**config.mk**
```make
export PLATFORM = sky130hd
export DESIGN_NAME = hamming_repetition_codec
export DESIGN_NICKNAME = d
export VERILOG_FILES = /design/src/rtl/core/hrc_pkg.sv /design/src/rtl/core/hrc_front.sv /design/src/rtl/core/hrc_outq.sv /design/src/rtl/core/hrc_back.sv /design/src/rtl/core/hamming_repetition_codec.sv
export SDC_FILE = /design/constraint.sdc
export NUM_CORES = 1
export LEC_CHECK = 0
export ABC_CLOCK_PERIOD_IN_PS = 8050
export BUFFER_PORTS_ARGS = -buffer_cell sky130_fd_sc_hd__buf_4
export CAP_MARGIN = 5
export CORE_AREA = 2 2 127 129
export DETAILED_ROUTE_END_ITERATION = 8
export DIE_AREA = 0 0 129 131
export PLACE_DENSITY = 0.73
export SYNTH_ARGS = -nofsm -noshare
export SYNTH_HDL_FRONTEND = slang
export SYNTH_SLANG_ARGS = --single-unit
```
**constraint.sdc**
```tcl
create_clock -name clk -period 8.05 [get_ports clk]
set_clock_uncertainty 0.05 [all_clocks]
set_input_delay 1.61 -clock clk [delete_from_list [all_inputs] [get_ports clk]]
set_output_delay 1.61 -clock clk [all_outputs]
set_load 0.01 [all_outputs]
```
**src/rtl/core/hrc_pkg.sv**
```systemverilog
// Shared types, constants and Hamming(7,4) helpers for the repetition codec.
`timescale 1ns / 1ps

package hrc_pkg;

  // Repetition degree register
  localparam int unsigned DEG_W = 4;
  localparam logic [DEG_W-1:0] MAX_DEGREE   = 4'd15;
  localparam logic [DEG_W-1:0] DEGREE_RESET = 4'd3;

  // Nibble mask and Hamming bits per message byte and per codeword
  localparam logic [3:0] NIB_MASK = 4'hF;
  localparam logic [3:0] HBITS_PER_BYTE = 4'd14;
  localparam logic [3:0] HBITS_PER_CW   = 4'd7;

  // Input beat
  typedef struct packed {
    logic       cmd;
    logic [7:0] data_byte;
    logic       msg_last;
  } hrc_in_t;

  // Result beat
  typedef struct packed {
    logic [7:0] out_byte;
    logic       run_last;
    logic       msg_end;
  } hrc_out_t;

  // Classified item handed from the front to the back
  typedef enum logic {
    JOB_ENC = 1'b0,
    JOB_DEC = 1'b1
  } job_kind_t;

  typedef struct packed {
    job_kind_t  kind;
    logic [7:0] data;
    logic       last;
  } hrc_job_t;

  // Back-end sequencer states
  typedef enum logic [2:0] {
    ST_IDLE,
    ST_ENC_BITS,
    ST_ENC_PAD,
    ST_DEC_BITS,
    ST_DEC_FLUSH,
    ST_DEC_PAD,
    ST_TAIL,
    ST_FIN
  } back_state_t;

  // Clamp the configured degree into 1..MAX_DEGREE
  function automatic logic [DEG_W-1:0] eff_degree(input logic [DEG_W-1:0] cfg);
    logic [DEG_W-1:0] n;
    n = cfg;
    if (n == '0) n = {{(DEG_W-1){1'b0}}, 1'b1};
    if (n > MAX_DEGREE) n = MAX_DEGREE;
    return n;
  endfunction

  // Codeword order p1 p2 d1 p3 d2 d3 d4, MSB first
  function automatic logic [6:0] hamming_encode(input logic [3:0] nib);
    logic d1, d2, d3, d4;
    d1 = nib[3];
    d2 = nib[2];
    d3 = nib[1];
    d4 = nib[0];
    return {d1 ^ d2 ^ d4, d1 ^ d3 ^ d4, d1, d2 ^ d3 ^ d4, d2, d3, d4};
  endfunction

  // Correct a single error and pull out the data nibble
  function automatic logic [3:0] hamming_decode(input logic [6:0] cw);
    logic [2:0] syn;
    logic [6:0] flip;
    logic [6:0] fixed;
    syn   = {cw[3] ^ cw[2] ^ cw[1] ^ cw[0],
             cw[5] ^ cw[4] ^ cw[1] ^ cw[0],
             cw[6] ^ cw[4] ^ cw[2] ^ cw[0]};
    flip  = (syn == 3'd0) ? 7'd0 : (7'b1000000 >> (syn - 3'd1));
    fixed = cw ^ flip;
    return {fixed[4], fixed[2], fixed[1], fixed[0]} & NIB_MASK;
  endfunction

endpackage

```
**src/rtl/core/hrc_front.sv**
```systemverilog
// Front end: accepts input beats, classifies them and queues them for the back end.
`timescale 1ns / 1ps

module hrc_front (
  input  logic              clk,
  input  logic              rst_n,
  input  logic              in_push,
  output logic              in_full,
  input  hrc_pkg::hrc_in_t  in_data,
  output logic              job_valid,
  output hrc_pkg::hrc_job_t job,
  input  logic              job_take
);

  hrc_pkg::hrc_job_t slot_r [2];
  hrc_pkg::hrc_job_t job_in;
  logic              wr_ptr_r;
  logic              rd_ptr_r;
  logic [1:0]        count_r;
  logic              acc;
  logic              take;

  assign in_full   = (count_r == 2'd2);
  assign job_valid = (count_r != 2'd0);
  assign job       = slot_r[rd_ptr_r];
  assign acc       = in_push && !in_full;
  assign take      = job_take && job_valid;

  // Classify the incoming beat
  always_comb begin
    job_in.kind = in_data.cmd ? hrc_pkg::JOB_DEC : hrc_pkg::JOB_ENC;
    job_in.data = in_data.data_byte;
    job_in.last = in_data.msg_last;
  end

  // Advance queue pointers and fill level
  always_ff @(posedge clk) begin
    if (!rst_n) begin
      wr_ptr_r <= 1'b0;
      rd_ptr_r <= 1'b0;
      count_r  <= 2'd0;
    end else begin
      if (acc) wr_ptr_r <= !wr_ptr_r;
      if (take) rd_ptr_r <= !rd_ptr_r;
      case ({acc, take})
        2'b10:   count_r <= count_r + 2'd1;
        2'b01:   count_r <= count_r - 2'd1;
        default: count_r <= count_r;
      endcase
    end
  end

  // Store the accepted beat
  always_ff @(posedge clk) begin
    if (acc) slot_r[wr_ptr_r] <= job_in;
  end

endmodule

```
**src/rtl/core/hrc_outq.sv**
```systemverilog
// Result queue: two-entry buffer between the back end and the result channel.
`timescale 1ns / 1ps

module hrc_outq (
  input  logic              clk,
  input  logic              rst_n,
  input  logic              push,
  input  hrc_pkg::hrc_out_t push_data,
  output logic              outq_full,
  output logic              out_empty,
  input  logic              out_pop,
  output hrc_pkg::hrc_out_t out_data
);

  hrc_pkg::hrc_out_t slot_r [2];
  logic              wr_ptr_r;
  logic              rd_ptr_r;
  logic [1:0]        count_r;
  logic              acc;
  logic              take;

  assign outq_full = (count_r == 2'd2);
  assign out_empty = (count_r == 2'd0);
  assign out_data  = slot_r[rd_ptr_r];
  assign acc       = push && !outq_full;
  assign take      = out_pop && !out_empty;

  // Advance queue pointers and fill level
  always_ff @(posedge clk) begin
    if (!rst_n) begin
      wr_ptr_r <= 1'b0;
      rd_ptr_r <= 1'b0;
      count_r  <= 2'd0;
    end else begin
      if (acc) wr_ptr_r <= !wr_ptr_r;
      if (take) rd_ptr_r <= !rd_ptr_r;
      case ({acc, take})
        2'b10:   count_r <= count_r + 2'd1;
        2'b01:   count_r <= count_r - 2'd1;
        default: count_r <= count_r;
      endcase
    end
  end

  // Store the pushed result
  always_ff @(posedge clk) begin
    if (acc) slot_r[wr_ptr_r] <= push_data;
  end

endmodule

```
**src/rtl/core/hrc_back.sv**
```systemverilog
// Back end: encode/decode sequencer that turns queued items into result bytes.
`timescale 1ns / 1ps

module hrc_back (
  input  logic                      clk,
  input  logic                      rst_n,
  input  logic [hrc_pkg::DEG_W-1:0] cfg_degree,
  input  logic                      job_valid,
  input  hrc_pkg::hrc_job_t         job,
  output logic                      job_take,
  output logic                      push,
  output hrc_pkg::hrc_out_t         push_data,
  input  logic                      outq_full
);

  hrc_pkg::back_state_t state_r, state_nxt;
  hrc_pkg::back_state_t first_state;
  hrc_pkg::hrc_job_t    job_r, job_nxt;

  logic [3:0] hbit_r, hbit_nxt;
  logic [3:0] rem_r, rem_nxt;
  logic [2:0] dbit_r, dbit_nxt;
  logic [7:0] pack_bits_r, pack_bits_nxt;
  logic [2:0] pack_count_r, pack_count_nxt;
  logic [2:0] phase_r, phase_nxt;
  logic [3:0] vote_ones_r, vote_ones_nxt;
  logic [3:0] vote_pos_r, vote_pos_nxt;
  logic [6:0] cw_bits_r, cw_bits_nxt;
  logic [2:0] cw_count_r, cw_count_nxt;
  logic [4:0] held_r, held_nxt;
  logic [7:0] pend_r;
  logic       pend_v_r;

  logic [hrc_pkg::DEG_W-1:0] n_deg;
  logic [hrc_pkg::DEG_W-1:0] half;

  // Encoder bit source and repetition packing
  logic [3:0]  enc_nib;
  logic [6:0]  enc_cw;
  logic [2:0]  cw_idx;
  logic        enc_bit;
  logic [3:0]  space;
  logic [3:0]  take;
  logic [15:0] shifted;
  logic [7:0]  fill;
  logic [7:0]  rep_bits;
  logic        rep_full;
  logic [3:0]  rem_left;
  logic        bit_done;

  // Decoder vote and codeword step
  logic        dec_in_bit;
  logic [3:0]  ones_sum;
  logic [3:0]  pos_sum;
  logic        group_close;
  logic        vote_v;
  logic        flush_v;
  logic        cw_go;
  logic        cw_in;
  logic [6:0]  cw_next;
  logic [2:0]  cw_cnt_next;
  logic        cw_full;
  logic [3:0]  dec_nib;

  logic        emit_v;
  logic [7:0]  emit_byte;
  logic        release_pend;
  logic        stall;

  assign n_deg = hrc_pkg::eff_degree(cfg_degree);
  assign half  = n_deg >> 1;

  // Pick the current Hamming bit of the item
  assign enc_nib = (hbit_r < hrc_pkg::HBITS_PER_CW) ? job_r.data[7:4] : job_r.data[3:0];
  assign cw_idx  = (hbit_r < hrc_pkg::HBITS_PER_CW) ? hbit_r[2:0]
                                                     : 3'(hbit_r - hrc_pkg::HBITS_PER_CW);
  assign enc_cw  = hrc_pkg::hamming_encode(enc_nib);
  assign enc_bit = (state_r == hrc_pkg::ST_ENC_BITS) ? enc_cw[3'd6 - cw_idx] : 1'b0;

  // Place as many copies of the bit as fit in the byte being filled
  assign space    = 4'd8 - {1'b0, pack_count_r};
  assign take     = (rem_r < space) ? rem_r : space;
  assign shifted  = {8'd0, pack_bits_r} << take;
  assign fill     = enc_bit ? (8'hFF >> (4'd8 - take)) : 8'h00;
  assign rep_bits = shifted[7:0] | fill;
  assign rep_full = (({1'b0, pack_count_r} + take) == 4'd8);
  assign rem_left = rem_r - take;
  assign bit_done = (rem_left == 4'd0);

  // Count votes for one received bit
  assign dec_in_bit  = job_r.data[3'd7 - dbit_r];
  assign ones_sum    = vote_ones_r + {3'd0, dec_in_bit};
  assign pos_sum     = vote_pos_r + 4'd1;
  assign group_close = (pos_sum >= n_deg);
  assign vote_v      = (ones_sum > half);
  assign flush_v     = (vote_ones_r > half);

  // Select the voted bit that enters the codeword this cycle
  always_comb begin
    cw_go = 1'b0;
    cw_in = 1'b0;
    case (state_r)
      hrc_pkg::ST_DEC_BITS: begin
        cw_go = group_close;
        cw_in = vote_v;
      end
      hrc_pkg::ST_DEC_FLUSH: begin
        cw_go = (vote_pos_r != 4'd0);
        cw_in = flush_v;
      end
      hrc_pkg::ST_DEC_PAD: begin
        cw_go = (phase_r != 3'd0);
        cw_in = 1'b0;
      end
      default: begin
        cw_go = 1'b0;
        cw_in = 1'b0;
      end
    endcase
  end

  assign cw_next     = {cw_bits_r[5:0], cw_in};
  assign cw_cnt_next = cw_count_r + 3'd1;
  assign cw_full     = (cw_cnt_next == 3'(hrc_pkg::HBITS_PER_CW));
  assign dec_nib     = hrc_pkg::hamming_decode(cw_next);

  assign first_state = (job.kind == hrc_pkg::JOB_DEC) ? hrc_pkg::ST_DEC_BITS
                                                      : hrc_pkg::ST_ENC_BITS;

  // Next state
  always_comb begin
    state_nxt = state_r;
    unique case (state_r)
      hrc_pkg::ST_IDLE: begin
        if (job_valid) state_nxt = first_state;
      end
      hrc_pkg::ST_ENC_BITS: begin
        if (bit_done && (hbit_r == hrc_pkg::HBITS_PER_BYTE - 4'd1)) begin
          state_nxt = job_r.last ? hrc_pkg::ST_ENC_PAD : hrc_pkg::ST_FIN;
        end
      end
      hrc_pkg::ST_ENC_PAD: begin
        if (phase_r == 3'd0) state_nxt = hrc_pkg::ST_TAIL;
      end
      hrc_pkg::ST_DEC_BITS: begin
        if (dbit_r == 3'd7) begin
          state_nxt = job_r.last ? hrc_pkg::ST_DEC_FLUSH : hrc_pkg::ST_FIN;
        end
      end
      hrc_pkg::ST_DEC_FLUSH: begin
        state_nxt = hrc_pkg::ST_DEC_PAD;
      end
      hrc_pkg::ST_DEC_PAD: begin
        if (phase_r == 3'd0) state_nxt = hrc_pkg::ST_TAIL;
      end
      hrc_pkg::ST_TAIL: begin
        state_nxt = hrc_pkg::ST_FIN;
      end
      hrc_pkg::ST_FIN: begin
        state_nxt = job_valid ? first_state : hrc_pkg::ST_IDLE;
      end
      default: begin
        state_nxt = hrc_pkg::ST_IDLE;
      end
    endcase
  end

  // Datapath updates and emitted byte
  always_comb begin
    job_nxt        = job_r;
    hbit_nxt       = hbit_r;
    rem_nxt        = rem_r;
    dbit_nxt       = dbit_r;
    pack_bits_nxt  = pack_bits_r;
    pack_count_nxt = pack_count_r;
    phase_nxt      = phase_r;
    vote_ones_nxt  = vote_ones_r;
    vote_pos_nxt   = vote_pos_r;
    cw_bits_nxt    = cw_bits_r;
    cw_count_nxt   = cw_count_r;
    held_nxt       = held_r;
    emit_v         = 1'b0;
    emit_byte      = 8'd0;

    // Load a new item
    if ((state_r == hrc_pkg::ST_IDLE) || (state_r == hrc_pkg::ST_FIN)) begin
      if (job_valid) begin
        job_nxt  = job;
        hbit_nxt = 4'd0;
        dbit_nxt = 3'd0;
        rem_nxt  = n_deg;
      end
    end

    // Repeat Hamming bits into output bytes
    if ((state_r == hrc_pkg::ST_ENC_BITS) ||
        ((state_r == hrc_pkg::ST_ENC_PAD) && (phase_r != 3'd0))) begin
      if (rep_full) begin
        emit_v         = 1'b1;
        emit_byte      = rep_bits;
        pack_bits_nxt  = 8'd0;
        pack_count_nxt = 3'd0;
      end else begin
        pack_bits_nxt  = rep_bits;
        pack_count_nxt = 3'({1'b0, pack_count_r} + take);
      end
      if (bit_done) begin
        rem_nxt   = n_deg;
        phase_nxt = phase_r + 3'd1;
        hbit_nxt  = hbit_r + 4'd1;
      end else begin
        rem_nxt = rem_left;
      end
    end

    // Accumulate votes over received bits
    if (state_r == hrc_pkg::ST_DEC_BITS) begin
      dbit_nxt = dbit_r + 3'd1;
      if (group_close) begin
        vote_ones_nxt = 4'd0;
        vote_pos_nxt  = 4'd0;
      end else begin
        vote_ones_nxt = ones_sum;
        vote_pos_nxt  = pos_sum;
      end
    end

    // Close a partial vote group at message end
    if (state_r == hrc_pkg::ST_DEC_FLUSH) begin
      vote_ones_nxt = 4'd0;
      vote_pos_nxt  = 4'd0;
    end

    // Shift a voted bit into the codeword, correct and pair nibbles
    if (cw_go) begin
      phase_nxt = phase_r + 3'd1;
      if (cw_full) begin
        cw_bits_nxt  = 7'd0;
        cw_count_nxt = 3'd0;
        if (held_r[4]) begin
          emit_v    = 1'b1;
          emit_byte = {held_r[3:0], dec_nib};
          held_nxt  = 5'd0;
        end else begin
          held_nxt = {1'b1, dec_nib};
        end
      end else begin
        cw_bits_nxt  = cw_next;
        cw_count_nxt = cw_cnt_next;
      end
    end

    // Flush the partial byte and clear the stream at message end
    if (state_r == hrc_pkg::ST_TAIL) begin
      if (job_r.kind == hrc_pkg::JOB_ENC) begin
        if (pack_count_r != 3'd0) begin
          emit_v    = 1'b1;
          emit_byte = 8'(pack_bits_r << (4'd8 - {1'b0, pack_count_r}));
        end
      end else begin
        if (held_r[4]) begin
          emit_v    = 1'b1;
          emit_byte = {held_r[3:0], 4'd0};
        end
      end
      pack_bits_nxt  = 8'd0;
      pack_count_nxt = 3'd0;
      phase_nxt      = 3'd0;
      vote_ones_nxt  = 4'd0;
      vote_pos_nxt   = 4'd0;
      cw_bits_nxt    = 7'd0;
      cw_count_nxt   = 3'd0;
      held_nxt       = 5'd0;
    end
  end

  // Hold back one byte so the final byte of an item can be marked
  assign release_pend = pend_v_r && (emit_v || (state_r == hrc_pkg::ST_FIN));
  assign stall        = release_pend && outq_full;
  assign push         = release_pend && !outq_full;
  assign job_take     = job_valid && !stall &&
                        ((state_r == hrc_pkg::ST_IDLE) || (state_r == hrc_pkg::ST_FIN));

  always_comb begin
    push_data.out_byte = pend_r;
    push_data.run_last = (state_r == hrc_pkg::ST_FIN);
    push_data.msg_end  = (state_r == hrc_pkg::ST_FIN) && job_r.last;
  end

  // Advance sequencer unless the result queue blocks a release
  always_ff @(posedge clk) begin
    if (!rst_n) begin
      state_r      <= hrc_pkg::ST_IDLE;
      pend_v_r     <= 1'b0;
      pack_bits_r  <= 8'd0;
      pack_count_r <= 3'd0;
      phase_r      <= 3'd0;
      vote_ones_r  <= 4'd0;
      vote_pos_r   <= 4'd0;
      cw_bits_r    <= 7'd0;
      cw_count_r   <= 3'd0;
      held_r       <= 5'd0;
      hbit_r       <= 4'd0;
      rem_r        <= 4'd0;
      dbit_r       <= 3'd0;
    end else if (!stall) begin
      state_r      <= state_nxt;
      pack_bits_r  <= pack_bits_nxt;
      pack_count_r <= pack_count_nxt;
      phase_r      <= phase_nxt;
      vote_ones_r  <= vote_ones_nxt;
      vote_pos_r   <= vote_pos_nxt;
      cw_bits_r    <= cw_bits_nxt;
      cw_count_r   <= cw_count_nxt;
      held_r       <= held_nxt;
      hbit_r       <= hbit_nxt;
      rem_r        <= rem_nxt;
      dbit_r       <= dbit_nxt;
      if (emit_v) begin
        pend_v_r <= 1'b1;
      end else if (state_r == hrc_pkg::ST_FIN) begin
        pend_v_r <= 1'b0;
      end
    end
  end

  // Item and held byte payload
  always_ff @(posedge clk) begin
    if (!stall) begin
      job_r <= job_nxt;
      if (emit_v) pend_r <= emit_byte;
    end
  end

`ifndef SYNTHESIS
  a_push_room: assert property (@(posedge clk) disable iff (!rst_n)
    push |-> !outq_full)
    else $error("result pushed into a full queue");

  a_rem_live: assert property (@(posedge clk) disable iff (!rst_n)
    ((state_r == hrc_pkg::ST_ENC_BITS) || (state_r == hrc_pkg::ST_ENC_PAD)) |-> (rem_r != 4'd0))
    else $error("repeat count ran out inside a Hamming bit");

  a_cw_short: assert property (@(posedge clk) disable iff (!rst_n)
    rst_n |-> (cw_count_r < 3'(hrc_pkg::HBITS_PER_CW)))
    else $error("full codeword left undecoded");

  a_msg_clean: assert property (@(posedge clk) disable iff (!rst_n)
    ((state_r == hrc_pkg::ST_FIN) && job_r.last) |->
      ((phase_r == 3'd0) && (pack_count_r == 3'd0) && (held_r == 5'd0) &&
       (vote_pos_r == 4'd0)))
    else $error("stream state not cleared at message end");

  a_stall_hold: assert property (@(posedge clk) disable iff (!rst_n)
    stall |=> $stable(pend_r) && pend_v_r)
    else $error("held byte changed while blocked");
`endif

endmodule

```
**src/rtl/core/hamming_repetition_codec.sv**
```systemverilog
// Top level of the Hamming(7,4) plus repetition streaming codec.
//
// Usage: bytes enter on the in_ channel (push while full is low); each beat carries
// cmd (0 encode, 1 decode), data_byte and msg_last. Results leave on the out_ channel:
// while out_empty is low, out_data holds the oldest result; pop takes it. run_last
// marks the final result of an input beat, msg_end the final result of a message.
// cfg_we/cfg_wdata set the repetition degree N (0 acts as 1); write it only when idle.
// A two-entry input queue feeds the sequencer, which feeds a two-entry result queue.
// Encode turns each byte into 14 Hamming bits sent N times each (14*N/8 output
// bytes on average), one Hamming bit per cycle while its copies fit in the byte
// being filled and the result queue does not stall; message end adds zero padding
// bits, a step to leave the padding and a tail step. Decode takes one received
// bit per cycle unless the queue stalls; message end adds flush, pad and tail steps.
// A result leaves the sequencer once the next result of the same beat exists or the
// beat is done. Reset (rst_n low at a clock edge) empties both queues, clears the
// stream state and sets N to 3. When the receiver stops popping, the result
// queue fills, the sequencer holds, then the input queue fills and raises
// in_full; nothing is lost.
`timescale 1ns / 1ps

module hamming_repetition_codec (
  input  logic                      clk,
  input  logic                      rst_n,
  input  logic                      in_push,
  output logic                      in_full,
  input  hrc_pkg::hrc_in_t          in_data,
  output logic                      out_empty,
  input  logic                      out_pop,
  output hrc_pkg::hrc_out_t         out_data,
  input  logic                      cfg_we,
  input  logic [hrc_pkg::DEG_W-1:0] cfg_wdata
);

  logic [hrc_pkg::DEG_W-1:0] degree_r;
  logic                      job_valid;
  hrc_pkg::hrc_job_t         job;
  logic                      job_take;
  logic                      push;
  hrc_pkg::hrc_out_t         push_data;
  logic                      outq_full;

  // Hold the repetition degree
  always_ff @(posedge clk) begin
    if (!rst_n) begin
      degree_r <= hrc_pkg::DEGREE_RESET;
    end else if (cfg_we) begin
      degree_r <= cfg_wdata;
    end
  end

  hrc_front u_front (
    .clk       (clk),
    .rst_n     (rst_n),
    .in_push   (in_push),
    .in_full   (in_full),
    .in_data   (in_data),
    .job_valid (job_valid),
    .job       (job),
    .job_take  (job_take)
  );

  hrc_back u_back (
    .clk        (clk),
    .rst_n      (rst_n),
    .cfg_degree (degree_r),
    .job_valid  (job_valid),
    .job        (job),
    .job_take   (job_take),
    .push       (push),
    .push_data  (push_data),
    .outq_full  (outq_full)
  );

  hrc_outq u_outq (
    .clk       (clk),
    .rst_n     (rst_n),
    .push      (push),
    .push_data (push_data),
    .outq_full (outq_full),
    .out_empty (out_empty),
    .out_pop   (out_pop),
    .out_data  (out_data)
  );

endmodule

```
# [After elaboration in Yosys (flattened, before gate mapping)]
# Memories as Yosys holds them, arrays and structs flattened. A register that Yosys moved wholly into a read port is not among the register bits.
# Cells that the tools add are included.
[op_classes] shifts=4 bitwise=18 addsub=18 muxes=93 n_reduce_logical=58 n_eq_ne=21 n_lt_le_gt_ge=8
[op_table] cell="$mux 8" count=13
[op_table] cell="$mux 4" count=20
[op_table] cell="$mux 3" count=20
[op_table] cell="$mux 5" count=5
[op_table] cell="$mux 1" count=23
[op_table] cell="$reduce_bool 2->1" count=11
[op_table] cell="$pmux 3 s7" count=1
[op_table] cell="$eq 3x3->1 const B" count=6
[op_table] cell="$mux 6" count=3
[op_table] cell="$shl 8x4->8" count=2
[op_table] cell="$reduce_and 3->1" count=5
[op_table] cell="$reduce_bool 3->1" count=5
[op_table] cell="$xor 1x1->1" count=15
[op_table] cell="$logic_and 1x1->1" count=12
[op_table] cell="$reduce_and 2->1" count=5
[op_table] cell="$add 3x1->3 const B" count=3
[op_table] cell="$logic_not 3->1" count=3
[op_table] cell="$add 4x1->4 const B" count=2
[op_table] cell="$eq 2x2->1 const B" count=4
[op_table] cell="$eq 4x4->1 const B" count=2
[op_table] cell="$gt 4x3->1" count=2
[op_table] cell="$logic_not 1->1" count=8
[op_table] cell="$logic_not 4->1" count=2
[op_table] cell="$lt 3x4->1 const B" count=2
[op_table] cell="other kinds (34)" count=46
[totals] memories=2 word_cells=246 out_inout_bits=12 reg_bits=81 ramBits=40
[mem_list] name="u_front.slot_r" depth=2 word_bits=10 rd=1 rd_ports_with_merged_regs=1 wr=1 line="hrc_front.sv:15" source="hrc_pkg::hrc_job_t slot_r [2];"
[mem_list] name="u_outq.slot_r" depth=2 word_bits=10 rd=1 rd_ports_with_merged_regs=1 wr=1 line="hrc_outq.sv:15" source="hrc_pkg::hrc_out_t slot_r [2];"

# [Longest topological paths before layout]
[depth] depth_word=22 ltp_mapped=24 depth_no_buf=20

# [Modules after synthesis]
# A second synthesis with hierarchy kept.
[unflattened] cells_unflattened=753 area_unflattened_um2=7372.1
[modules_own_cells] mod="hrc_back" cells_each=626 area_each_um2=5315.1 instances=1 seq_area_each_um2=1561.5
[modules_own_cells] mod="hrc_front" cells_each=57 area_each_um2=957.2 instances=1 seq_area_each_um2=700.7
[modules_own_cells] mod="hrc_outq" cells_each=57 area_each_um2=954.7 instances=1 seq_area_each_um2=700.7
[modules_own_cells] mod="hamming_repetition_codec" cells_each=13 area_each_um2=145.1 instances=1 seq_area_each_um2=80.1

# [Least setup slack after synthesis]
# Ideal clock, no wire load.
[synth_path] path_kind="reg2reg" start="reg u_back.pack_count_r[0]" end="reg u_front.count_r[1]" arrival_time_ns=5.166 path_slack_ns=2.763 t_required_ns=7.930 stages_incl_launch_ff=24 setup_ns=0.070 n_path_buf=4 synth_period_minus_slack_ns=5.287 path_cell_list="dfxtp_1 -> buf_2 -> inv_1 -> ha_1 -> ha_1 -> clkbuf_1 -> inv_1 -> ha_1 -> and4b_1 -> o21ai_1 -> nand3_2 -> ha_1 -> fa_1 -> or2_2 -> nor3_1 -> mux2_2 -> a21oi_1 -> a31oi_2 -> buf_6 -> buf_6 -> nor2_1 -> ha_1 -> or3_1 -> a21oi_1"
[synth_between] elab_chain_cells=22
[synth_lines] element="start: declaration" line="hrc_back.sv:24" source="logic [2:0] pack_count_r, pack_count_nxt;"
[synth_lines] element="start signal: assignment" line="hrc_back.sv:309" source="pack_count_r <= pack_count_nxt;"
[synth_lines] element="$sub 4x3->4" line="hrc_back.sv:81" source="assign space = 4'd8 - {1'b0, pack_count_r};"
[synth_lines] element="$lt 4x4->1" line="hrc_back.sv:82" source="assign take = (rem_r < space) ? rem_r : space;"
[synth_lines] element="$mux 4" line="hrc_back.sv:82"
[synth_lines] element="$add 3x4->4" line="hrc_back.sv:86" source="assign rep_full = (({1'b0, pack_count_r} + take) == 4'd8);"
[synth_lines] element="$eq 4x4->1" line="hrc_back.sv:86"
[synth_lines] element="$mux 1" line="hrc_back.sv:198" source="if (rep_full) begin"
[synth_lines] element="$mux 1" line="hrc_back.sv:196" source="if ((state_r == hrc_pkg::ST_ENC_BITS) ||"
[synth_lines] element="$mux 1" line="hrc_back.sv:240" source="if (held_r[4]) begin"
[synth_lines] element="[... 6 more ...]"
[synth_lines] element="$logic_and 1x1->1 *" line="hrc_back.sv:278" source="assign release_pend = pend_v_r && (emit_v || (state_r == hrc_pkg::ST_FIN));"
[synth_lines] element="$logic_and 1x1->1 *" line="hrc_back.sv:279" source="assign stall = release_pend && outq_full;"
[synth_lines] element="$logic_not 1->1 *" line="hrc_back.sv:281" source="assign job_take = job_valid && !stall &&"
[synth_lines] element="$logic_and 1x1->1 * (2 in a row)" line="hrc_back.sv:281"
[synth_lines] element="$logic_and 1x1->1 *" line="hrc_front.sv:27" source="assign take = job_take && job_valid;"
[synth_lines] element="net u_front.take" line="hrc_front.sv:21" source="logic take;"
[synth_lines] element="$eq 2x1->1 or $eq 2x2->1 (tied branches)" line="hrc_front.sv:45" source="case ({acc, take})"
[synth_lines] element="$pmux 2 s2 or $reduce_bool 2->1 (tied branches)"
[synth_lines] element="end signal: assignment" line="hrc_front.sv:46" source="2'b10: count_r <= count_r + 2'd1;"
[synth_lines] element="end signal: assignment" line="hrc_front.sv:47" source="2'b01: count_r <= count_r - 2'd1;"
[synth_lines] element="end signal: assignment" line="hrc_front.sv:48" source="default: count_r <= count_r;"
[synth_lines] element="end: declaration" line="hrc_front.sv:19" source="logic [1:0] count_r;"
# The timed path passes the listed nets; every way through them passes the cells marked *.
# A chain may end at the register's enable or synchronous reset.

# [Final worst setup path]
# Ends and elaborated chain as after synthesis.

==> qor.txt <==
Status: completed
Sw frac: 41.3%
Io pins: 31
CP top delay family: adder cells
IO buf count: 30
Global-route wire length before repair: 27.8 mm
Final worst-path cycle share: 82.1%
Post-DP HPWL: 12.1 mm
Resized Gates After CTS: 0
Synth Flop Type: dfxtp_1
Core ar.: 15,600 µm²
Fin crit period: 6.61 ns
Clock share of power: 26.1%
Critical hold path startpoint: u_back.pend_r[0]
R2R Setup Slk: 1.44 ns
Leakage Power: 3.22 nW
Ys Warns: 0
Async S/R FF share, synth: 0%
Worst Path Buf+Inv: 3
Sequential power share: 31.1%
Clk_lat worst skew: 0.42 ns
Antenna diodes: 0
Post-synthesis instance total: 785
Per-cell routed wire length: 16.4 µm
Number of buffers created by CTS: 17
Pwr/cell area: 337 nW/µm²
Reg2reg end: u_front.count_r[1]
Starting DRT DRC Count: 511
Vias per cell: 5.77
Most common cell after layout, fill and taps aside: dfxtp_1
# nets final: 861
GPL Wtd Cong: 0.956
TritonCTS clock tree: built
Area Growth Syn to Fin: 11.8%
Worst setup EP type: flip-flop
Slew margin rel.: 35.7%
Final setup violation count: 0
CP cell instances: inv_1 > ha_1 > ha_1 > inv_1 > ha_1 > and3b_1 > o21a_1 > o21ai_1 > nand2_1 > ha_1 > xor2_1 > nor3_1 > mux2_2 > a21oi_1 > a31oi_2 > buf_4 > nor2_1 > ha_1 > or3_1 > a21oi_1
Number of synthesized flops with an enable pin: 58
Final Hold Viols: 0
RSZ-0062 raised after global routing: no
Achievable Freq: 0.151 GHz
Maxcap violations: 0
Routed WL: 16.9 mm
Setup CP Type: reg -> reg
Internal: 1.68 mW
Sum Neg Setup Slack: 0 ns
Hold Path Stages: 0
Sequential area share after synthesis: 40.0%
Commonest cells after routing, fill and taps aside: 65 x dfxtp_1, 59 x nor2_1, 58 x edfxtp_1
H-Tree Level Count: 4
DR pass1 iterations: 5
Maximum number of pins on one net before global-route repair: 36
Synthesized area per cell: 9.70 µm²
Setup crit start kind: flip-flop
Clock transition at the registers of the reported paths: 0.06 ns
Post-CTS Setup Bufs: 0
Crit path required time: 8.35 ns
Total GRT Usage: 21.1%
Antenna violations before repair: 0
Vias in the first global route: 5,655
Library cells used by synthesis: 88
DR DRC count: 0
Worst Path Arrival: 6.91 ns
Final slew viol count: 0
Hold path endpoint: u_outq.slot_r[1][2]
Slowest cell on crit path: dfxtp_1
Die area: 16,900 µm²
Maximum VDD drop: 208 µV
M1 WL: 7.85 mm
Register bit total from synthesis: 123
Worst reg2reg path startpoint: u_back.pack_count_r[0]
Clock root buffer: clkbuf_16
Via count: 5,929
Design Area, Final: 8510 µm²
Register-to-Register Path Depth: 20
Post-DP Area: 7930 µm²
Met2 Routed Length: 7.49 mm
Most frequent CP cell: ha_1
Psw: 1.18 mW
Synthesized cell area: 7610 µm²
Clk sink count: 123
Crit Path Max Fanout: 19
Max Root-Sink Buffers: 2
Die Span Y: 131 µm
CTS Hold Bufs: 0
GR Overflow Total: 0
Top Layer Used: met4
Share of layout cells above drive strength 1: 14.8%
Die span in x: 129 µm
Starting Density: 48.8%
Syn nets: 848
Antenna Nets Post-Route: 0
Met3 wire length: 1.11 mm
Critical Path Max Stage Delay: 0.80 ns
Hold crit path type: reg -> reg
Worst-Margin Slew: 0.958 ns
Comb pwr share: 42.7%
Std cell rows: 46
[how the worst max path moves through the flow]
stage | startpoint | endpoint | slack [ns] | depth (start not counted)
2_1_floorplan | u_back.pack_count_r[0] | u_front.count_r[1] | 2.76 | 23
3_3_place_gp | u_back.pack_count_r[0] | u_front.count_r[1] | 1.73 | 20
3_5_place_dp | u_back.pack_count_r[0] | u_back.held_r[0] | 1.60 | 18
4_1_cts | u_back.pack_count_r[0] | u_front.count_r[1] | 1.58 | 20
5_1_grt | u_back.pack_count_r[0] | u_front.count_r[1] | 1.02 | 20
6_report | u_back.pack_count_r[0] | u_front.count_r[1] | 1.44 | 20
[final cells by class]
type,count,area (µm²)
clock buffers,17,425
clock inverters,15,154
fillers,1362,7090
inverters,48,180
multi-input cells,576,4200
flip-flops and latches,123,3040
well taps,216,270
repair buffers,32,240
[metrics by stage]
stage / setup slack, ns / std cells / util, % / total power, mW / hold WS, ns
6_report: 1.44 / 1027 / 54.6 / 2.86 / 0.391
5_1_grt: 1.02 / 1027 / 54.6 / 3.05 / 0.398
4_1_cts: 1.58 / 1027 / 54.6 / 2.85 / 0.395
3_5_place_dp: 1.60 / 995 / 50.9 / 2.10 / 0.383
3_3_place_gp: 1.73 / 995 / 50.9 / 2.09 / 0.376
2_1_floorplan: 2.76 / 785 / - / 1.84 / 0.371
[cell families (layout without fill, tap and decap cells)]
family | Yosys count | count (layout) | synth area share (%)
and+or+nand+nor | 251 | 251 | 17.0
AOI/OAI and AO/OA | 192 | 192 | 18.2
DFF | 123 | 123 | 40.0
buffers and inverters | 86 | 112 | 4.87
muxes | 55 | 55 | 8.60
adders and majority gates | 44 | 44 | 7.43
xor gates and xnor gates | 34 | 34 | 3.91
[synth_stat cells, types with 8 or more instances]
master	number	area (µm²)
a21oi_1	40	200
and2_1	8	50.1
buf_2	8	40.0
clkbuf_1	21	78.8
dfxtp_1	65	1300
edfxtp_1	58	1740
ha_1	42	526
inv_1	46	173
mux2_2	23	259
mux2i_1	26	260
nand2_1	52	195
nand2b_1	10	62.6
nand3_1	27	135
nand3b_1	9	67.6
nand4_1	11	68.8
nor2_1	59	221
nor2b_1	10	62.6
nor3_1	30	150
o21a_1	10	75.1
o21ai_0	31	155
o21ai_1	12	60.1
o221ai_1	8	70.1
o22ai_1	12	75.1
xnor2_1	18	158
xor2_1	16	140
[power by group through the flow]
stage	clock network (mW)	registers [mW]	logic (mW)
after floorplan	0	0.824	1.01
after CTS	0.760	0.889	1.21
after global placement	0	0.899	1.19
final	0.749	0.892	1.22
after global routing	0.786	0.909	1.35
after detailed placement	0	0.901	1.20
[metal layers]
metal | up-vias | global-route usage, %
met4 | 0 | 7.86
met3 | 34 | 5.86
met1 | 2759 | 27.7
met5 | - | 0
met2 | 192 | 33.4
li1 | 2944 | -
[flip-flops by register name, summed over array words and instances (netlist names), 5 cells and up, named ones only]
signal	cells
u_back.cw_bits_r	6
u_front.slot_r	20
u_back.pack_bits_r	8
u_back.held_r	5
u_outq.slot_r	20
u_back.job_r	10
u_back.pend_r	8
Power figures use the tool's default switching activity.
